===== src/cse_pkg.sv =====
// Shared types and constants of the 6502 subset execute unit.
package cse_pkg;

  typedef enum logic [4:0] {
    OP_LDA = 5'd0,
    OP_LDX = 5'd1,
    OP_LDY = 5'd2,
    OP_STA = 5'd3,
    OP_STX = 5'd4,
    OP_STY = 5'd5,
    OP_TAX = 5'd6,
    OP_TAY = 5'd7,
    OP_TXA = 5'd8,
    OP_TYA = 5'd9,
    OP_TSX = 5'd10,
    OP_TXS = 5'd11,
    OP_AND = 5'd12,
    OP_ORA = 5'd13,
    OP_EOR = 5'd14,
    OP_INX = 5'd15,
    OP_DEX = 5'd16,
    OP_INY = 5'd17,
    OP_DEY = 5'd18,
    OP_INC = 5'd19,
    OP_DEC = 5'd20
  } op_e;

  typedef enum logic [2:0] {
    MODE_IMM = 3'd0,
    MODE_ACC = 3'd1,
    MODE_ABS = 3'd2,
    MODE_ZP  = 3'd3,
    MODE_ABX = 3'd4,
    MODE_ABY = 3'd5,
    MODE_ZPX = 3'd6,
    MODE_ZPY = 3'd7
  } mode_e;

  typedef enum logic [1:0] {
    ST_OK    = 2'd0,
    ST_RANGE = 2'd1,
    ST_ZP    = 2'd2
  } status_e;

  typedef enum logic [1:0] {
    CLS_READ   = 2'd0,
    CLS_STORE  = 2'd1,
    CLS_INCDEC = 2'd2,
    CLS_REG    = 2'd3
  } class_e;

  typedef enum logic [1:0] {
    BK_CLEAR = 2'd0,
    BK_ADDR  = 2'd1,
    BK_EXEC  = 2'd2
  } back_state_e;

  // Decoded instruction as it travels from front to back.
  typedef struct packed {
    class_e      cls;
    op_e         op;
    mode_e       mode;
    logic [15:0] operand;
    logic        zp_err;
  } item_t;

  localparam int unsigned CALC_W = 17;  // operand plus an 8-bit index
  localparam int unsigned EA_W   = 11;
  localparam int unsigned QUEUE_DEPTH = 2;
  localparam int unsigned QPTR_W = 1;
  localparam int unsigned QCNT_W = 2;

endpackage


===== src/cse_queue.sv =====
// Two-entry queue of decoded instructions between front and back.
module cse_queue (
  input  logic           clk_i,
  input  logic           rst_ni,
  input  logic           push_i,
  input  cse_pkg::item_t item_i,
  output logic           ready_o,
  input  logic           pop_i,
  output logic           valid_o,
  output cse_pkg::item_t item_o
);

  cse_pkg::item_t                entry_q [cse_pkg::QUEUE_DEPTH];
  logic [cse_pkg::QPTR_W-1:0]    wr_ptr_q, wr_ptr_d;
  logic [cse_pkg::QPTR_W-1:0]    rd_ptr_q, rd_ptr_d;
  logic [cse_pkg::QCNT_W-1:0]    cnt_q, cnt_d;

  assign ready_o = cnt_q != cse_pkg::QCNT_W'(cse_pkg::QUEUE_DEPTH);
  assign valid_o = cnt_q != '0;
  assign item_o  = entry_q[rd_ptr_q];

  always_comb begin
    wr_ptr_d = push_i ? wr_ptr_q + 1'b1 : wr_ptr_q;
    rd_ptr_d = pop_i ? rd_ptr_q + 1'b1 : rd_ptr_q;
    cnt_d    = cnt_q;
    if (push_i && !pop_i) begin
      cnt_d = cnt_q + 1'b1;
    end else if (pop_i && !push_i) begin
      cnt_d = cnt_q - 1'b1;
    end
  end

  always_ff @(posedge clk_i or negedge rst_ni) begin
    if (!rst_ni) begin
      wr_ptr_q <= '0;
      rd_ptr_q <= '0;
      cnt_q    <= '0;
    end else begin
      wr_ptr_q <= wr_ptr_d;
      rd_ptr_q <= rd_ptr_d;
      cnt_q    <= cnt_d;
    end
  end

  always_ff @(posedge clk_i) begin
    if (push_i) begin
      entry_q[wr_ptr_q] <= item_i;
    end
  end

endmodule


===== config.mk =====
export PLATFORM = sky130hd
export DESIGN_NAME = cse_queue
export DESIGN_NICKNAME = d
export VERILOG_FILES = /design/src/cse_pkg.sv /design/src/cse_queue.sv
export SDC_FILE = /design/constraint.sdc
export NUM_CORES = 1
export LEC_CHECK = 0
export BUFFER_PORTS_ARGS = -buffer_cell sky130_fd_sc_hd__buf_2
export CORE_ASPECT_RATIO = 2
export CORE_UTILIZATION = 50
export DETAILED_ROUTE_END_ITERATION = 16
export PLACE_DENSITY = 0.76
export SETUP_SLACK_MARGIN = 0.05
export SYNTH_ARGS = -nofsm -noshare
export SYNTH_HDL_FRONTEND = slang
export SYNTH_SLANG_ARGS = --single-unit

===== constraint.sdc =====
create_clock -name clk_i -period 5.55 [get_ports clk_i]
set_clock_uncertainty 0.2 [all_clocks]
set_input_delay 0.2775 -clock clk_i [delete_from_list [all_inputs] [get_ports clk_i]]
set_output_delay 0.2775 -clock clk_i [all_outputs]
set_load 0.1 [all_outputs]

After elaboration in Yosys (flattened, before gate mapping)
Memories as Yosys holds them, arrays and structs flattened.
Index checks and enable logic that the tools add are counted.
{"block": "totals", "word_cells": 19, "ramBits": 54, "regBits": 4, "mem_count": 1, "output_inout_bits": 29}
{"block": "op_classes", "n_eq_ne": 1, "n_mux": 4, "addsub": 4, "reduce_logical": 6}
{"memory": "entry_q", "words": 2, "width": 27, "read_ports": 1, "rd_clocked_by_memory_dff": 0, "wr": 1, "line": "cse_queue.sv:13", "rtl": "cse_pkg::item_t entry_q [cse_pkg::QUEUE_DEPTH];"}
{"cell": "2-to-1 mux 2 bit", "count": 2}
{"cell": "nonzero test 2 bit", "count": 2}
{"cell": "adder 1 bit, second input constant", "count": 2}
{"cell": "adder 2 x 1 -> 2 bit, second input constant", "count": 1}
{"cell": "logical AND 1 bit", "count": 2}
{"cell": "zero test 1 bit", "count": 2}
{"cell": "2-to-1 mux 1 bit", "count": 2}
{"cell": "!= test 2 bit, second input constant", "count": 1}
{"cell": "subtractor 2 x 1 -> 2 bit, second input constant", "count": 1}

Longest topological paths before layout
{"block": "depth", "ltp_word": 4, "depth_mapped": 5, "depth_no_buf": 5}

Least setup slack after synthesis
Ideal clock, no wire load.
{"block": "synth_path", "kind": "reg2reg", "startpoint": "reg wr_ptr_q", "endpoint": "mem entry_q[0][0] in the netlist's numbering, enable pin", "arrival_time_ns": 1.622, "n_path_buf": 0, "required_ns": 4.936, "path_slack_ns": 3.314, "stages_incl_launch_ff": 2, "setup_time_ns": 0.414, "cell_sequence": "dfrtp_1 -> nor2b_1"}
{"element": "start, declared", "line": "cse_queue.sv:14", "rtl": "logic [cse_pkg::QPTR_W-1:0] wr_ptr_q, wr_ptr_d;"}
{"element": "start signal, assigned", "line": "cse_queue.sv:39", "rtl": "wr_ptr_q <= wr_ptr_d;"}
{"element": "end, declared", "line": "cse_queue.sv:13"}
No word-level cell before the write port.

==> impl_results.md <==
- Outcome: completed
- Bufs on Longest Clock Path: 2
- Worst slew pin tran: 0.6457 ns
- Die ar.: 0.004762 mm2
- Crit path time final: 2.642 ns
- Main combinational cell family by area after synthesis: multiplexers
- CTS Root Cell: clkbuf_8
- Area contributors post-synth: edfxtp_1, mux2_4, dfrtp_1, mux2_2, buf_12
- Slew Viols, Final: 0
- # H-tree levels: 3
- Post-Syn Area: 0.002237 mm2
- Crit path kind: flop to output pin
- Drt wl/cell: 14.82 um
- Share of the synthesized area in the top cell type: 72.48%
- Via count normalized by instance count: 4.736
- Post-synthesis mux area share: 16.78%
- Tot GR Track Use: 18.14%
- Setup TNS: 0 ns
- Core footprint: 0.004339 mm2
- I/O pins: 60
- GRT overflow: 0
- Core Util, Final: 69.69%
- # setup viols final: 0
- Max-cap violations: 0
- Total Wirelength: 3.824 mm
- IO buf count: 59
- Crit path launch: rd_ptr_q
- Hpwl dp: 2.544 mm
- Die Height: 96.60 um
- Starting Density: 51.56%
- Largest area contributor in the netlist: edfxtp_1
- Initial antenna violation count: 0
- # DRC: 0
- CP Launch Type: flop
- Post-synth cell types: 15
- Via Count: 1222
- Slew headroom: 56.96%
- Later-pin clock latency in the skew report: 0.32 ns
- Die width: 49.30 um
- Fin. Hold Viols: 0
- Post-synthesis xor/xnor area fraction: 1.957%
- RSZ-0062 raised after global routing: false
- TritonCTS Buffers: 9
- Post-Synth Adder-Cell Area: 0.5593%
- First-pass DRT Iterations: 4
- Met3 WL post-DR: 193 um
- DRT met1 WL: 1.382 mm
- Crit. End Element: output pin
- Net count after synthesis: 132
- Worst Hold Margin: 0.09377 ns
- Met2 routed WL: 2.197 mm
- Layout Nets: 232
- Post-DRT Antenna Nets: 0
- Post-CTS setup buffers: 0
- DRC violation total after the first TritonRoute iteration: 22
- Post-Synthesis Cells: 100
- Crit path arrival time: 2.16 ns
- Max layer used: met4
- Share of layout cells above drive strength 1: 50.49%
- Complex-gate fraction of the synthesized area: 0%
- WP data required: 5.07 ns
- Register area share after synthesis: 76.96%
- Num rows: 34
- Worst reg2reg startpoint: wr_ptr_q
- CTS tree: done
- Number of global-route vias before repair: 1343
- Largest net degree at the start of global routing: 19
- Maximum clock rate: 378.4 MHz
- Area Growth Syn to Fin: 35.18%
- Syn. warnings: 0
- Average cell area after synthesis: 22.37 um2
- Gpl congestion: 0.6596
- Min-delay worst type: input port to async pin
- CTS Sinks: 58
- CP Max Fanout: 18
- Fin crit share: 47.61%
- Post-Synth Simple-Gate Area: 1.286%
- Antenna diodes: 0
- First-pass GRT wire length: 5.968 mm
- Seq cells post-synth: 58
- Clk slew on worst S/H paths: 0.06 ns
cells in the final DEF (no fill, tap or decap):
| master | n |
|---|---|
| clkinv_2 | 3 |
| clkbuf_8 | 9 |
| mux2_4 | 19 |
| dlygate4sd3_1 | 30 |
| or2_2 | 1 |
| buf_2 | 59 |
| ha_1 | 1 |
| nand2b_1 | 1 |
| edfxtp_1 | 54 |
| clkinv_1 | 2 |
| inv_1 | 1 |
| nor2_1 | 1 |
| clkbuf_1 | 1 |
| buf_4 | 3 |
| xor2_1 | 4 |
| dfrtp_1 | 4 |
| mux2_2 | 8 |
| nor2b_2 | 1 |
| xnor2_1 | 1 |
| and2_1 | 1 |
worst max-delay path: stages (launching register included):
cell and delay, ns:
dfrtp_1 0.75, buf_4 0.41, mux2_2 0.38, buf_2 0.29
sequential cells by signal, summed over array words and instances, names as in the netlist:
register,flops
cnt_q,2
entry_q,54
rd_ptr_q,1
wr_ptr_q,1
through the flow:
step	instance area [um2]	setup WS, ns	instances
after floorplan	2237	3.314	100
after global placement	2574	3.335	213
after detailed placement	2574	3.254	213
after CTS	3024	2.903	258
after global routing	3024	2.814	258
final	3024	2.908	258
path summary, 6_finish.rpt:
kind,cells after the start,end,slack (ns)
max reg2reg,2,entry_q[0][12],3.79
max in group asynchronous,2,cnt_q[0],4.93
min,2,wr_ptr_q,0.09
min in group clk_i,1,cnt_q[1],0.31
min reg2reg,1,cnt_q[1],0.31
max,3,item_o[18],2.91
kinds of logic after synthesis:
logic type,Yosys count
DFF,58
and+or+nand+nor,5
adders and majority gates,1
buffers and inverters,4
muxes,27
xor gates and xnor gates,5
cells in the mapped netlist:
master,n
xor2_1,4
buf_12,2
ha_1,1
nand2b_1,1
and2_1,1
inv_1,1
mux2_2,8
nor2b_1,1
nor2_1,1
edfxtp_1,54
xnor2_1,1
dfrtp_1,4
or2_2,1
buf_6,1
mux2_4,19
per-layer routing:
| layer | vias up | GRT usage [%] |
|---|---|---|
| met4 | 0 | 10.29 |
| met3 | 7 | 5.790 |
| li1 | 585 | - |
| met2 | 46 | 32.99 |
| met1 | 584 | 17.73 |
| met5 | - | 0 |
what timing repair did:
| action | in CTS | in global routing |
|---|---|---|
| resized for setup | 0 | 0 |
| hold buffers | 30 | 0 |
| setup endpoints to repair | 0 | 0 |
| hold endpoints to repair | 60 | 0 |
final cells by class:
| class | instances | area, um2 |
|---|---|---|
| clock buffers | 10 | 127.6 |
| fillers | 318 | 1315 |
| clock inverters | 5 | 22.52 |
| repair buffers | 92 | 618.1 |
| flip-flops and latches | 58 | 1722 |
| multi-input cells | 38 | 462.9 |
| inverters | 1 | 3.754 |
| well taps | 54 | 67.56 |
Power is left out: the tool's default activity adds up to more than one toggle a clock period on the data nets, which glitch-free logic cannot reach.
