<file path="src/cse_pkg.sv">
// Shared types and constants of the 6502 subset execute unit.
package cse_pkg;

  typedef enum logic [4:0] {
    OP_LDA = 5'd0,
    OP_LDX = 5'd1,
    OP_LDY = 5'd2,
    OP_STA = 5'd3,
    OP_STX = 5'd4,
    OP_STY = 5'd5,
    OP_TAX = 5'd6,
    OP_TAY = 5'd7,
    OP_TXA = 5'd8,
    OP_TYA = 5'd9,
    OP_TSX = 5'd10,
    OP_TXS = 5'd11,
    OP_AND = 5'd12,
    OP_ORA = 5'd13,
    OP_EOR = 5'd14,
    OP_INX = 5'd15,
    OP_DEX = 5'd16,
    OP_INY = 5'd17,
    OP_DEY = 5'd18,
    OP_INC = 5'd19,
    OP_DEC = 5'd20
  } op_e;

  typedef enum logic [2:0] {
    MODE_IMM = 3'd0,
    MODE_ACC = 3'd1,
    MODE_ABS = 3'd2,
    MODE_ZP  = 3'd3,
    MODE_ABX = 3'd4,
    MODE_ABY = 3'd5,
    MODE_ZPX = 3'd6,
    MODE_ZPY = 3'd7
  } mode_e;

  typedef enum logic [1:0] {
    ST_OK    = 2'd0,
    ST_RANGE = 2'd1,
    ST_ZP    = 2'd2
  } status_e;

  typedef enum logic [1:0] {
    CLS_READ   = 2'd0,
    CLS_STORE  = 2'd1,
    CLS_INCDEC = 2'd2,
    CLS_REG    = 2'd3
  } class_e;

  typedef enum logic [1:0] {
    BK_CLEAR = 2'd0,
    BK_ADDR  = 2'd1,
    BK_EXEC  = 2'd2
  } back_state_e;

  // Decoded instruction as it travels from front to back.
  typedef struct packed {
    class_e      cls;
    op_e         op;
    mode_e       mode;
    logic [15:0] operand;
    logic        zp_err;
  } item_t;

  localparam int unsigned CALC_W = 17;  // operand plus an 8-bit index
  localparam int unsigned EA_W   = 11;
  localparam int unsigned QUEUE_DEPTH = 2;
  localparam int unsigned QPTR_W = 1;
  localparam int unsigned QCNT_W = 2;

endpackage

</file>
<file path="src/cse_if.sv">
// Valid/ready channel interfaces for instructions and results.
interface cse_in_if;
  logic        valid;
  logic        ready;
  logic [4:0]  operation;
  logic [2:0]  addr_mode;
  logic [15:0] operand;

  modport source (output valid, output operation, output addr_mode, output operand,
                  input ready);
  modport sink (input valid, input operation, input addr_mode, input operand,
                output ready);
endinterface


</file>
<file path="src/cse_front.sv">
// Front end: accepts instructions and classifies them for the back end.
module cse_front (
  cse_in_if.sink         in_i,
  input  logic           q_ready_i,
  input  logic           mem_rdy_i,
  output logic           push_o,
  output cse_pkg::item_t item_o
);

  cse_pkg::op_e   op;
  cse_pkg::mode_e mode;

  assign op   = cse_pkg::op_e'(in_i.operation);
  assign mode = cse_pkg::mode_e'(in_i.addr_mode);

  assign in_i.ready = q_ready_i && mem_rdy_i;
  assign push_o     = in_i.valid && in_i.ready;

  always_comb begin
    item_o.op      = op;
    item_o.mode    = mode;
    item_o.operand = in_i.operand;
    item_o.zp_err  = (in_i.operand[15:8] != 8'd0) &&
                     (mode == cse_pkg::MODE_ZP || mode == cse_pkg::MODE_ZPX ||
                      mode == cse_pkg::MODE_ZPY);
    case (op)
      cse_pkg::OP_LDA, cse_pkg::OP_LDX, cse_pkg::OP_LDY,
      cse_pkg::OP_AND, cse_pkg::OP_ORA, cse_pkg::OP_EOR: item_o.cls = cse_pkg::CLS_READ;
      cse_pkg::OP_STA, cse_pkg::OP_STX, cse_pkg::OP_STY: item_o.cls = cse_pkg::CLS_STORE;
      cse_pkg::OP_INC, cse_pkg::OP_DEC:                  item_o.cls = cse_pkg::CLS_INCDEC;
      default:                                           item_o.cls = cse_pkg::CLS_REG;
    endcase
  end

endmodule

</file>
<file path="src/flat_wrapper.sv">
// flat-port wrapper written by rule: the top's interface ports become plain ports
module cse_front_flat 
  (q_ready_i, mem_rdy_i, push_o, item_o, in_i_valid, in_i_operation, in_i_addr_mode, in_i_operand, in_i_ready);
  cse_in_if in_i_i ();
  input  logic q_ready_i;
  input  logic mem_rdy_i;
  output logic push_o;
  output cse_pkg::item_t item_o;
  input wire logic [$bits(in_i_i.valid)-1:0] in_i_valid;
  input wire logic [$bits(in_i_i.operation)-1:0] in_i_operation;
  input wire logic [$bits(in_i_i.addr_mode)-1:0] in_i_addr_mode;
  input wire logic [$bits(in_i_i.operand)-1:0] in_i_operand;
  output wire logic [$bits(in_i_i.ready)-1:0] in_i_ready;
  assign in_i_i.valid = in_i_valid;
  assign in_i_i.operation = in_i_operation;
  assign in_i_i.addr_mode = in_i_addr_mode;
  assign in_i_i.operand = in_i_operand;
  assign in_i_ready = in_i_i.ready;
  cse_front u_core (.in_i(in_i_i), .q_ready_i(q_ready_i), .mem_rdy_i(mem_rdy_i), .push_o(push_o), .item_o(item_o));
endmodule
</file>
<file path="config.mk">
export PLATFORM = sky130hd
export DESIGN_NAME = cse_front_flat
export DESIGN_NICKNAME = d
export VERILOG_FILES = /design/src/cse_pkg.sv /design/src/cse_if.sv /design/src/cse_front.sv /design/src/flat_wrapper.sv
export SDC_FILE = /design/constraint.sdc
export NUM_CORES = 1
export LEC_CHECK = 0
export BUFFER_PORTS_ARGS = -buffer_cell sky130_fd_sc_hd__buf_4
export CAP_MARGIN = 10
export CORE_AREA = 2 2 39 41
export DETAILED_ROUTE_END_ITERATION = 10
export DIE_AREA = 0 0 41 43
export GPL_TIMING_DRIVEN = 0
export PLACE_DENSITY_LB_ADDON = 0.05
export SYNTH_ARGS = -nofsm -noshare
export SYNTH_HDL_FRONTEND = slang
export SYNTH_SLANG_ARGS = --single-unit
</file>
<file path="constraint.sdc">
create_clock -name vclk -period 1.3
set_input_delay 0 -clock vclk [all_inputs]
set_output_delay 0 -clock vclk [all_outputs]
set_load 0.02 [all_outputs]
</file>
## After elaboration in Yosys (flattened, before gate mapping)

Memory sizes are Yosys's and may differ from the RTL's.
Cells that the tools add are included.

| storage, ports and cells | value |
|---|---|
| bits in registers | 0 |
| memory bits (read-only) | 64 |
| bits of input ports | 27 |
| memories | 1 |

Memories:

| name | words | width | rd ports | clocked after Yosys merged registers in | wr ports | line | source |
|---|---|---|---|---|---|---|---|
| (no name shown) | 32 | 2 | 1 | 0 | 0 | cse_front.sv:26 | `case (op)` |

| cells by class | value |
|---|---|
| equal/unequal tests | 3 |
| reduce and logical (&&, ||, !) cells | 6 |

Operators with widths:

| cell | count |
|---|---|
| $reduce_bool A8 Y1 | 1 |
| $eq A3 B3 Y1 const B | 2 |
| $eq A3 B2 Y1 const B | 1 |
| $logic_and A1 B1 Y1 | 3 |
| $logic_or A1 B1 Y1 | 2 |

## Longest topological paths before layout

Gate-level depths: netlist of run 1.

| logic depth | value |
|---|---|
| word-level depth | 4 |
| mapped depth | 3 |
| depth with buffers taken out | 3 |

## Worst setup path after synthesis of run 1

No wires, ideal clock.

| timing path | value |
|---|---|
| kind | input to output |
| start point | input in_i_operation[0] |
| end point | output item_o[25] in the netlist's numbering |
| arrival time | 641 ps |
| path slack | 659 ps |
| stages | 3 |
| path buffers | 0 |
| cells stage by stage | or3b_1 o21ai_0 a32oi_1 |

RTL lines:

| element | line | source |
|---|---|---|
| start, declared | flat_wrapper.sv:10 | `input wire logic [$bits(in_i_i.operation)-1:0] in_i_operation;` |
| end, declared | flat_wrapper.sv:8 | `output cse_pkg::item_t item_o;` |

==> summary.txt, run 1 <==
Synth Area in XOR/XNOR -> 0.0314
Syn-to-layout area delta -> 136%
Detailed Routing Iterations Pass 1 -> 2
Max rail drop VDD -> 171 µV
Synth Instances -> 41
Layout cells sized above 1 -> 0.809
First-pass GRT wire length -> 1.23 mm
Non-filler cells, final -> 105
Synth cell types -> 13
Average size of a mapped cell -> 6.81 µm²
Worst hold path type -> primary input to primary output
Worst Path Required -> 1.30 ns
Placed cell count -> 105
Max-slew violations -> 0
DRT iter0 DRCs -> 2
Synth top area cells -> buf_4 65%, nor4_1 4.5%, a21oi_1 3.6%
Syn_nets -> 68
Drt drc -> 0
RSZ-0062 raised after global routing -> false
# rows -> 14
Initial Util -> 0.202
Synth Area in Compound Gates -> 0.135
Syn Std Cell Area -> 279 µm²
Clock buf count -> 0
Grt ovf -> 0
All-Layer GR Usage -> 0.0919
Io pins -> 56
Seq_cells -> 0
Vias/cell -> 3.80
Worst-path maximum fanout -> 5
Placement Cell Area -> 659 µm²
WP data arrival -> 0.87 ns
Routed length per instance -> 7.93 µm
Register Area -> 0 µm²
Critical Path Sink Type -> primary output
Pre-CTS setup slack -> 0.437 ns
Final Hold Fails -> 0
WHS Path Cells -> 2
Multiplexer share of the synthesized area -> 0
Area share of the largest cell type after synthesis -> 0.646
Setup violators final -> 0
Max-Cap Viols -> 0
Post-CTS Setup Bufs -> 0
FMAX -> 1150 MHz
Vias -> 399
DRT antenna net count -> 0
Tmin final -> 0.867 ns
CP Launch Type -> primary input
Rel. slew slack -> 0.831
Die width -> 41 µm
Ys Warns -> 0
HP Start -> in_i_operand[3]
WS Path Type -> primary input to primary output
Initial antenna violation count -> 0
Final instance area -> 659 µm²
Largest family of logic cells by synthesized area -> buffers and inverters
Number of global-route vias before repair -> 299
Leak -> 0.386 nW
Post-synthesis simple-gate area fraction -> 0.161
Post-route setup TNS -> 0 ns
Setup WS post-layout -> 0.433 ns
Layout Nets -> 118
Most frequent cell after synthesis -> buf_4
PostCTS Resize Cnt -> 0
Sequential area share after synthesis -> 0
Die area -> 1760 µm²
Synth area leader -> buf_4
Ant diodes -> 0
Outcome -> finished clean
Synth Area in Adders -> 0
Number of port buffers -> 48
Hold-fix buffer count after cts -> 0
GP Congestion -> 0.616
Hold Path End -> item_o[4]
Pwr/cell area -> 401 nW/µm²
Total Wirelength -> 833 µm
Worst Max-Slew Pin Slew -> 0.251 ns
Die Ht -> 43 µm
Core area -> 1380 µm²
Fin crit share -> 0.667
Fin util -> 0.476
Largest net degree at the start of global routing -> 7
## critical path: stages
cell	delay, ns
buf_4	0.13
or3b_1	0.36
o21ai_0	0.09
a32oi_1	0.12
buf_4	0.17
## kinds of logic after synthesis
logic type	after synthesis
and+or+nand+nor	8
xor gates and xnor gates	1
buffers and inverters	26
AOI/OAI and AO/OA	6
## routing by layer
layer  up-vias  share of wire  GRT usage  wire length [µm]
met5         -              0          0                 0
li1        209              -          -                 -
met3         0           0.15    0.00524               121
met1       164           0.29     0.0981               239
met4         0              0          0                 0
met2        26           0.57      0.188               472
## cell type report
cell class	count	area (µm²)
inverters	2	7.51
repair buffers	48	360
plain buffers	24	180
multi-input cells	15	91.3
fillers	149	724
well taps	16	20.0
## metrics by stage
step / total power [mW] / hold WS (ns)
final: 0.264 / 0.197
after CTS: 0.268 / 0.197
after global placement: 0.266 / 0.198
after floorplan: 0.139 / 0.113
after detailed placement: 0.267 / 0.197
after global routing: 0.284 / 0.202
## how the worst max path moves through the flow
stage	from	end	cells past startpoint
final	in_i_operation[0]	item_o[25]	5
after global routing	in_i_operation[0]	item_o[25]	5
after CTS	in_i_operation[0]	item_o[25]	5
after detailed placement	in_i_operation[0]	item_o[25]	5
after global placement	in_i_operation[0]	item_o[25]	5
after floorplan	in_i_operation[0]	item_o[25]	3
## where the power goes
part / switching [mW] / internal [mW] / leakage, nW
combinational: 0.114 / 0.150 / 0.386
sequential: 0 / 0 / 0
clock: 0 / 0 / 0
total: 0.114 / 0.150 / 0.386
## cell usage in the layout (no fill, tap or decap)
cell      netlist  routed
or3b_1          1       1
buf_4          24      72
o21ai_0         2       2
nor2_1          1       1
nand2_1         2       2
inv_1           2       2
a21oi_1         2       2
and3_1          1       1
a32oi_1         1       1
nor4_1          2       2
and2_1          1       1
o221ai_1        1       1
xnor2_1         1       1
No activity file was read; power rests on OpenSTA's default activity.
==> run 2, diff against run 1 <==
==> constraint.sdc (replaced) <==
create_clock -name vclk -period 0.8
set_input_delay 0 -clock vclk [all_inputs]
set_output_delay 0 -clock vclk [all_outputs]
set_load 0.02 [all_outputs]
==> run 2 against run 1 <==
The run now ends with setup timing left. Sequential cell count stayed put. Via count is 2.5% higher. Global-route usage is 0.50 points higher. Combinational power is 67% higher. Final cell count is 0.95% higher. Wire length is 2.9% higher. Largest power group unchanged. Worst setup slack worse by 0.45 ns. Clock-buffer cell count stayed put. Design area is 3.4% higher. Total power is 67% higher. Hold slack stayed put. Largest cell class unchanged.
==> summary.txt, run 2 (same netlist as run 1, synthesis figures left out) <==
Die width -> 41 µm (unchanged)
Critical Path Sink Type -> primary output
Vias -> 409 (+2.5%)
RSZ-0062 raised after global routing -> true
WP data arrival -> 0.82 ns (-0.05 ns)
Detailed Routing Iterations Pass 1 -> 2 (unchanged)
Leak -> 0.396 nW (+2.6%)
CP Launch Type -> primary input
CP Launch Point -> in_i_operation[1]
Vias/cell -> 3.86 (+1.5%)
Largest net degree at the start of global routing -> 7 (unchanged)
Area of the multi-input gates -> 91.3 µm² (unchanged)
Max rail drop VDD -> 278 µV (+63%)
Fin crit share -> 1.03
Worst Path Required -> 0.80 ns (-0.50 ns)
Failing checks -> setup timing
Met1 GRT Util -> 0.0981 (unchanged)
Routed length per instance -> 8.08 µm (+1.9%)
Layout Nets -> 119 (+0.85%)
# rows -> 14 (unchanged)
Outcome -> complete, but fails checks
Initial Util -> 0.202 (unchanged)
Worst-path maximum fanout -> 2 (-3)
Drt drc -> 0 (unchanged)
Met2 Use GR -> 0.203 (+0.0156)
DRT iter0 DRCs -> 5 (+3)
Tmin final -> 0.821 ns
Ant diodes -> 0 (unchanged)
Worst hold path type -> primary input to primary output
Register Area -> 0 µm² (unchanged)
Met3 Use GR -> 0.00524 (unchanged)
Total Wirelength -> 857 µm (+2.9%)
Fillers -> 149 (unchanged)
Seq_cells -> 0 (unchanged)
First-pass GRT wire length -> 1.29 mm (+5.0%)
GP Congestion -> 0.616 (unchanged)
Setup violators final -> 1 (+1)
Io pins -> 56 (unchanged)
Syn-to-layout area delta -> 144%
DRT antenna net count -> 0 (unchanged)
Core area -> 1380 µm² (unchanged)
All-Layer GR Usage -> 0.0969 (+0.00500)
Clock buf count -> 0 (unchanged)
Worst path slowest cell -> or3b_1
Number of global-route vias before repair -> 321 (+7.4%)
Pwr/cell area -> 647 nW/µm² (+61%)
Number of port buffers -> 48 (unchanged)
Busiest grt layer -> met2
Die Ht -> 43 µm (unchanged)
Layout cells sized above 1 -> 0.811 (+0.00212)
Worst Max-Slew Pin Slew -> 0.251 ns (unchanged)
FMAX -> 1220 MHz
WS Path Type -> primary input to primary output
Max stage delay on crit path -> 0.36 ns (about the same)
CP Cell Sequence -> buf_8 -> or3b_1 -> o21ai_1 -> a32oi_1 -> buf_4
Grt ovf -> 0 (unchanged)
Pwr Total -> 441 µW (+67%)
Rel. slew slack -> 0.831 (unchanged)
Post-route setup TNS -> -0.0213 ns (-0.0213 ns)
Die area -> 1760 µm² (unchanged)
Setup WS post-layout -> -0.0213 ns (-0.454 ns)
Most common cell after layout, fill and taps aside -> buf_4
Max-slew violations -> 0 (unchanged)
Max-Cap Viols -> 0 (unchanged)
Final Hold Fails -> 0 (unchanged)
Initial antenna violation count -> 0 (unchanged)
HP Start -> in_i_operand[3]
run 2: cell types whose count changed in the layout (fill, tap and decap cells not counted), sizes merged:
cell | before | now
buf | 72 | 73
run 2: cell type report:
class / count / area share
Inverter: 2 / 0.0110
Multi-Input combinational cell: 15 / 0.134
Tap cell: 16 / 0.0294
Timing Repair Buffer: 49 / 0.561
Buffer: 24 / 0.264
run 2: timing repair:
action | 4_1_cts | 5_1_grt
endpoints found under the setup margin | 1 | 1
resized for setup | 5 | 0
setup buffers | 1 | 0
pin swaps | 2 | 0
hold buffers | 0 | 0
run 2: path summary, 6_finish.rpt:
path | endpoint | slack, ns | cells past startpoint
setup / recovery | item_o[25] | -0.02 | 5
hold / removal | item_o[4] | 0.20 | 2
run 2: worst max-delay path: cells and delay by family:
family	cells	cell delay, ns
buffers and inverters	2	0.26
AOI/OAI and AO/OA	2	0.20
and+or+nand+nor	1	0.36
run 2: through the flow:
step | utilization | instances | cell area [µm²] | hold slack, ns | setup WS (ns)
floorplan | - | 41 | 279 | 0.113 | 0.159
global placement | 0.476 | 105 | 659 | 0.198 | -0.0494
detailed placement | 0.476 | 105 | 659 | 0.197 | -0.0625
CTS | 0.493 | 106 | 682 | 0.197 | -0.0199
global route | 0.493 | 106 | 682 | 0.202 | -0.0594
finish | 0.493 | 106 | 682 | 0.197 | -0.0213
run 2: per-layer routing:
metal	routed length, µm	part of all wire	up-vias
met1	232	0.27	171
met2	504	0.59	26
met4	0	0	0
met3	121	0.14	0
li1	-	-	212
met5	0	0	-
run 2: power by group:
part           internal [mW]  switching [mW]  leakage, nW  total, mW
clock network              0               0            0          0
registers                  0               0            0          0
logic                  0.254           0.187        0.396      0.441
total                  0.254           0.187        0.396      0.441
==> run 3, diff against run 2 <==
--- a/config.mk
+++ b/config.mk
@@ -12,6 +12,7 @@
 export DIE_AREA = 0 0 41 43
 export GPL_TIMING_DRIVEN = 0
 export PLACE_DENSITY_LB_ADDON = 0.05
+export RECOVER_POWER = 50
 export SYNTH_ARGS = -nofsm -noshare
 export SYNTH_HDL_FRONTEND = slang
 export SYNTH_SLANG_ARGS = --single-unit
==> run 3 against run 2 <==
The flow still finishes with violations (setup timing). Final cell count is the same. Combinational power fell by 7.0%. Design area shrank 7.7%. Core utilization fell by 3.8 points. Wire length up 2.2%. Global-route usage unchanged. Sequential cell count did not move. Sequential share of layout area stayed put.
==> summary.txt, run 3 (same netlist as run 1, synthesis figures left out) <==
DRT antenna net count -> 0 (unchanged)
Ant diodes -> 0 (unchanged)
Failing checks -> setup timing
Fin util -> 0.455 (-0.0380)
Initial antenna violation count -> 0 (unchanged)
Rel. slew slack -> 0.831 (about the same)
Hold-fix buffer count after cts -> 0 (unchanged)
Vias -> 409 (unchanged)
CP Launch Type -> primary input
Max rail drop VDD -> 244 µV (-12%)
Placement Cell Area -> 659 µm² (unchanged)
Io pins -> 56 (unchanged)
Hold_ws -> 0.260 ns (+0.0637 ns)
Most common cell after layout, fill and taps aside -> buf_4
Leak -> 0.345 nW (-13%)
Final Hold Fails -> 0 (unchanged)
First-pass GRT wire length -> 1.29 mm (unchanged)
Die width -> 41 µm (unchanged)
Detailed Routing Iterations Pass 1 -> 4 (+2)
WHS Path Cells -> 2 (unchanged)
# rows -> 14 (unchanged)
WP data arrival -> 0.82 ns (about the same)
Layout Nets -> 119 (unchanged)
Largest net degree at the start of global routing -> 7 (unchanged)
Layout cells sized above 1 -> 0.656 (-0.156)
Max-slew violations -> 0 (unchanged)
DRT iter0 DRCs -> 5 (unchanged)
Worst Path Required -> 0.80 ns (about the same)
Commonest non-fill, non-tap cells in the layout -> 56 x buf_4, 14 x clkbuf_1
Clock buf count -> 0 (unchanged)
Die area -> 1760 µm² (unchanged)
Number of port buffers -> 48 (unchanged)
Hold Path End -> item_o[4]
Setup violators final -> 1 (unchanged)
WS Path Type -> primary input to primary output
Core area -> 1380 µm² (unchanged)
Number of global-route vias before repair -> 321 (unchanged)
Pwr/cell area -> 652 nW/µm² (+0.78%)
Worst-path maximum fanout -> 2 (unchanged)
Setup WS post-layout -> -0.0200 ns (+0.00129 ns)
Initial Util -> 0.202 (unchanged)
Routed length per instance -> 8.26 µm (+2.2%)
Final instance area -> 629 µm² (-7.7%)
All-Layer GR Usage -> 0.0969 (unchanged)
Pwr Total -> 410 µW (-7.0%)
Max-Cap Viols -> 0 (unchanged)
Tmin final -> 0.820 ns (-0.00129 ns)
RSZ-0062 raised after global routing -> true
Seq_cells -> 0 (unchanged)
FMAX -> 1220 MHz (+0.16%)
Outcome -> complete, but fails checks
Worst hold path type -> primary input to primary output
Critical Path Sink Type -> primary output
Syn-to-layout area delta -> 126%
Total Wirelength -> 876 µm (+2.2%)
GP Congestion -> 0.616 (unchanged)
Die Ht -> 43 µm (unchanged)
Drt drc -> 0 (unchanged)
Vias/cell -> 3.86 (unchanged)
Fin crit share -> 1.03 (-0.00161)
Fillers -> 163 (+9.4%)
Worst Max-Slew Pin Slew -> 0.251 ns (+0.000298 ns)
Register Area -> 0 µm² (unchanged)
HP Start -> in_i_operand[3]
Grt ovf -> 0 (unchanged)
==> run 3: cell count changes in the layout (fill, tap and decap cells not counted) <==
cell,before,now
buf_4,70,56
clkbuf_1,0,14
==> run 3: how the worst max path moves through the flow <==
stage	startpoint	endpoint	slack, ns	cells past startpoint
after floorplan	in_i_operation[0]	item_o[25]	0.16	3
final	in_i_operation[1]	item_o[25]	-0.02	5
after global routing	in_i_operation[1]	item_o[25]	-0.06	5
after detailed placement	in_i_operation[0]	item_o[25]	-0.06	5
after global placement	in_i_operation[0]	item_o[25]	-0.05	5
after CTS	in_i_operation[1]	item_o[25]	-0.02	5
==> run 3: final cells by class <==
type               instances  area [µm²]  area share
plain buffers             24         180       0.286
inverters                  2        7.51      0.0119
multi-input cells         15        91.3       0.145
well taps                 16        20.0      0.0318
repair buffers            49         330       0.525
==> run 3: power by group <==
| part | leakage [nW] | internal, mW | switching [mW] |
|---|---|---|---|
| logic | 0.345 | 0.223 | 0.187 |
| registers | 0 | 0 | 0 |
| clock network | 0 | 0 | 0 |
==> run 3: metal layers <==
| layer | up-vias | track usage | wire length, µm |
|---|---|---|---|
| li1 | 212 | - | - |
| met1 | 171 | 0.0981 | 249 |
| met2 | 26 | 0.203 | 497 |
| met3 | 0 | 0.00524 | 128 |
| met4 | 0 | 0 | 0 |
| met5 | - | 0 | 0 |
==> run 3: worst max-delay path: stages <==
cell	delay, ns
buf_8	0.09
or3b_1	0.36
o21ai_1	0.09
a32oi_1	0.11
buf_4	0.17
==> run 3: timing repair <==
action | 4_1_cts | 5_1_grt
pin swaps | 2 | 0
setup buffers | 1 | 0
hold endpoints to repair | 0 | 0
resized for setup | 5 | 0
setup endpoints to repair | 1 | 1
==> run 3: metrics by stage <==
stage / TNS, ns / worst slack, ns / cells
after floorplan: 0 / 0.159 / 41
after global placement: -0.0494 / -0.0494 / 105
after detailed placement: -0.0625 / -0.0625 / 105
after CTS: -0.0199 / -0.0199 / 106
after global routing: -0.0594 / -0.0594 / 106
final: -0.0200 / -0.0200 / 106
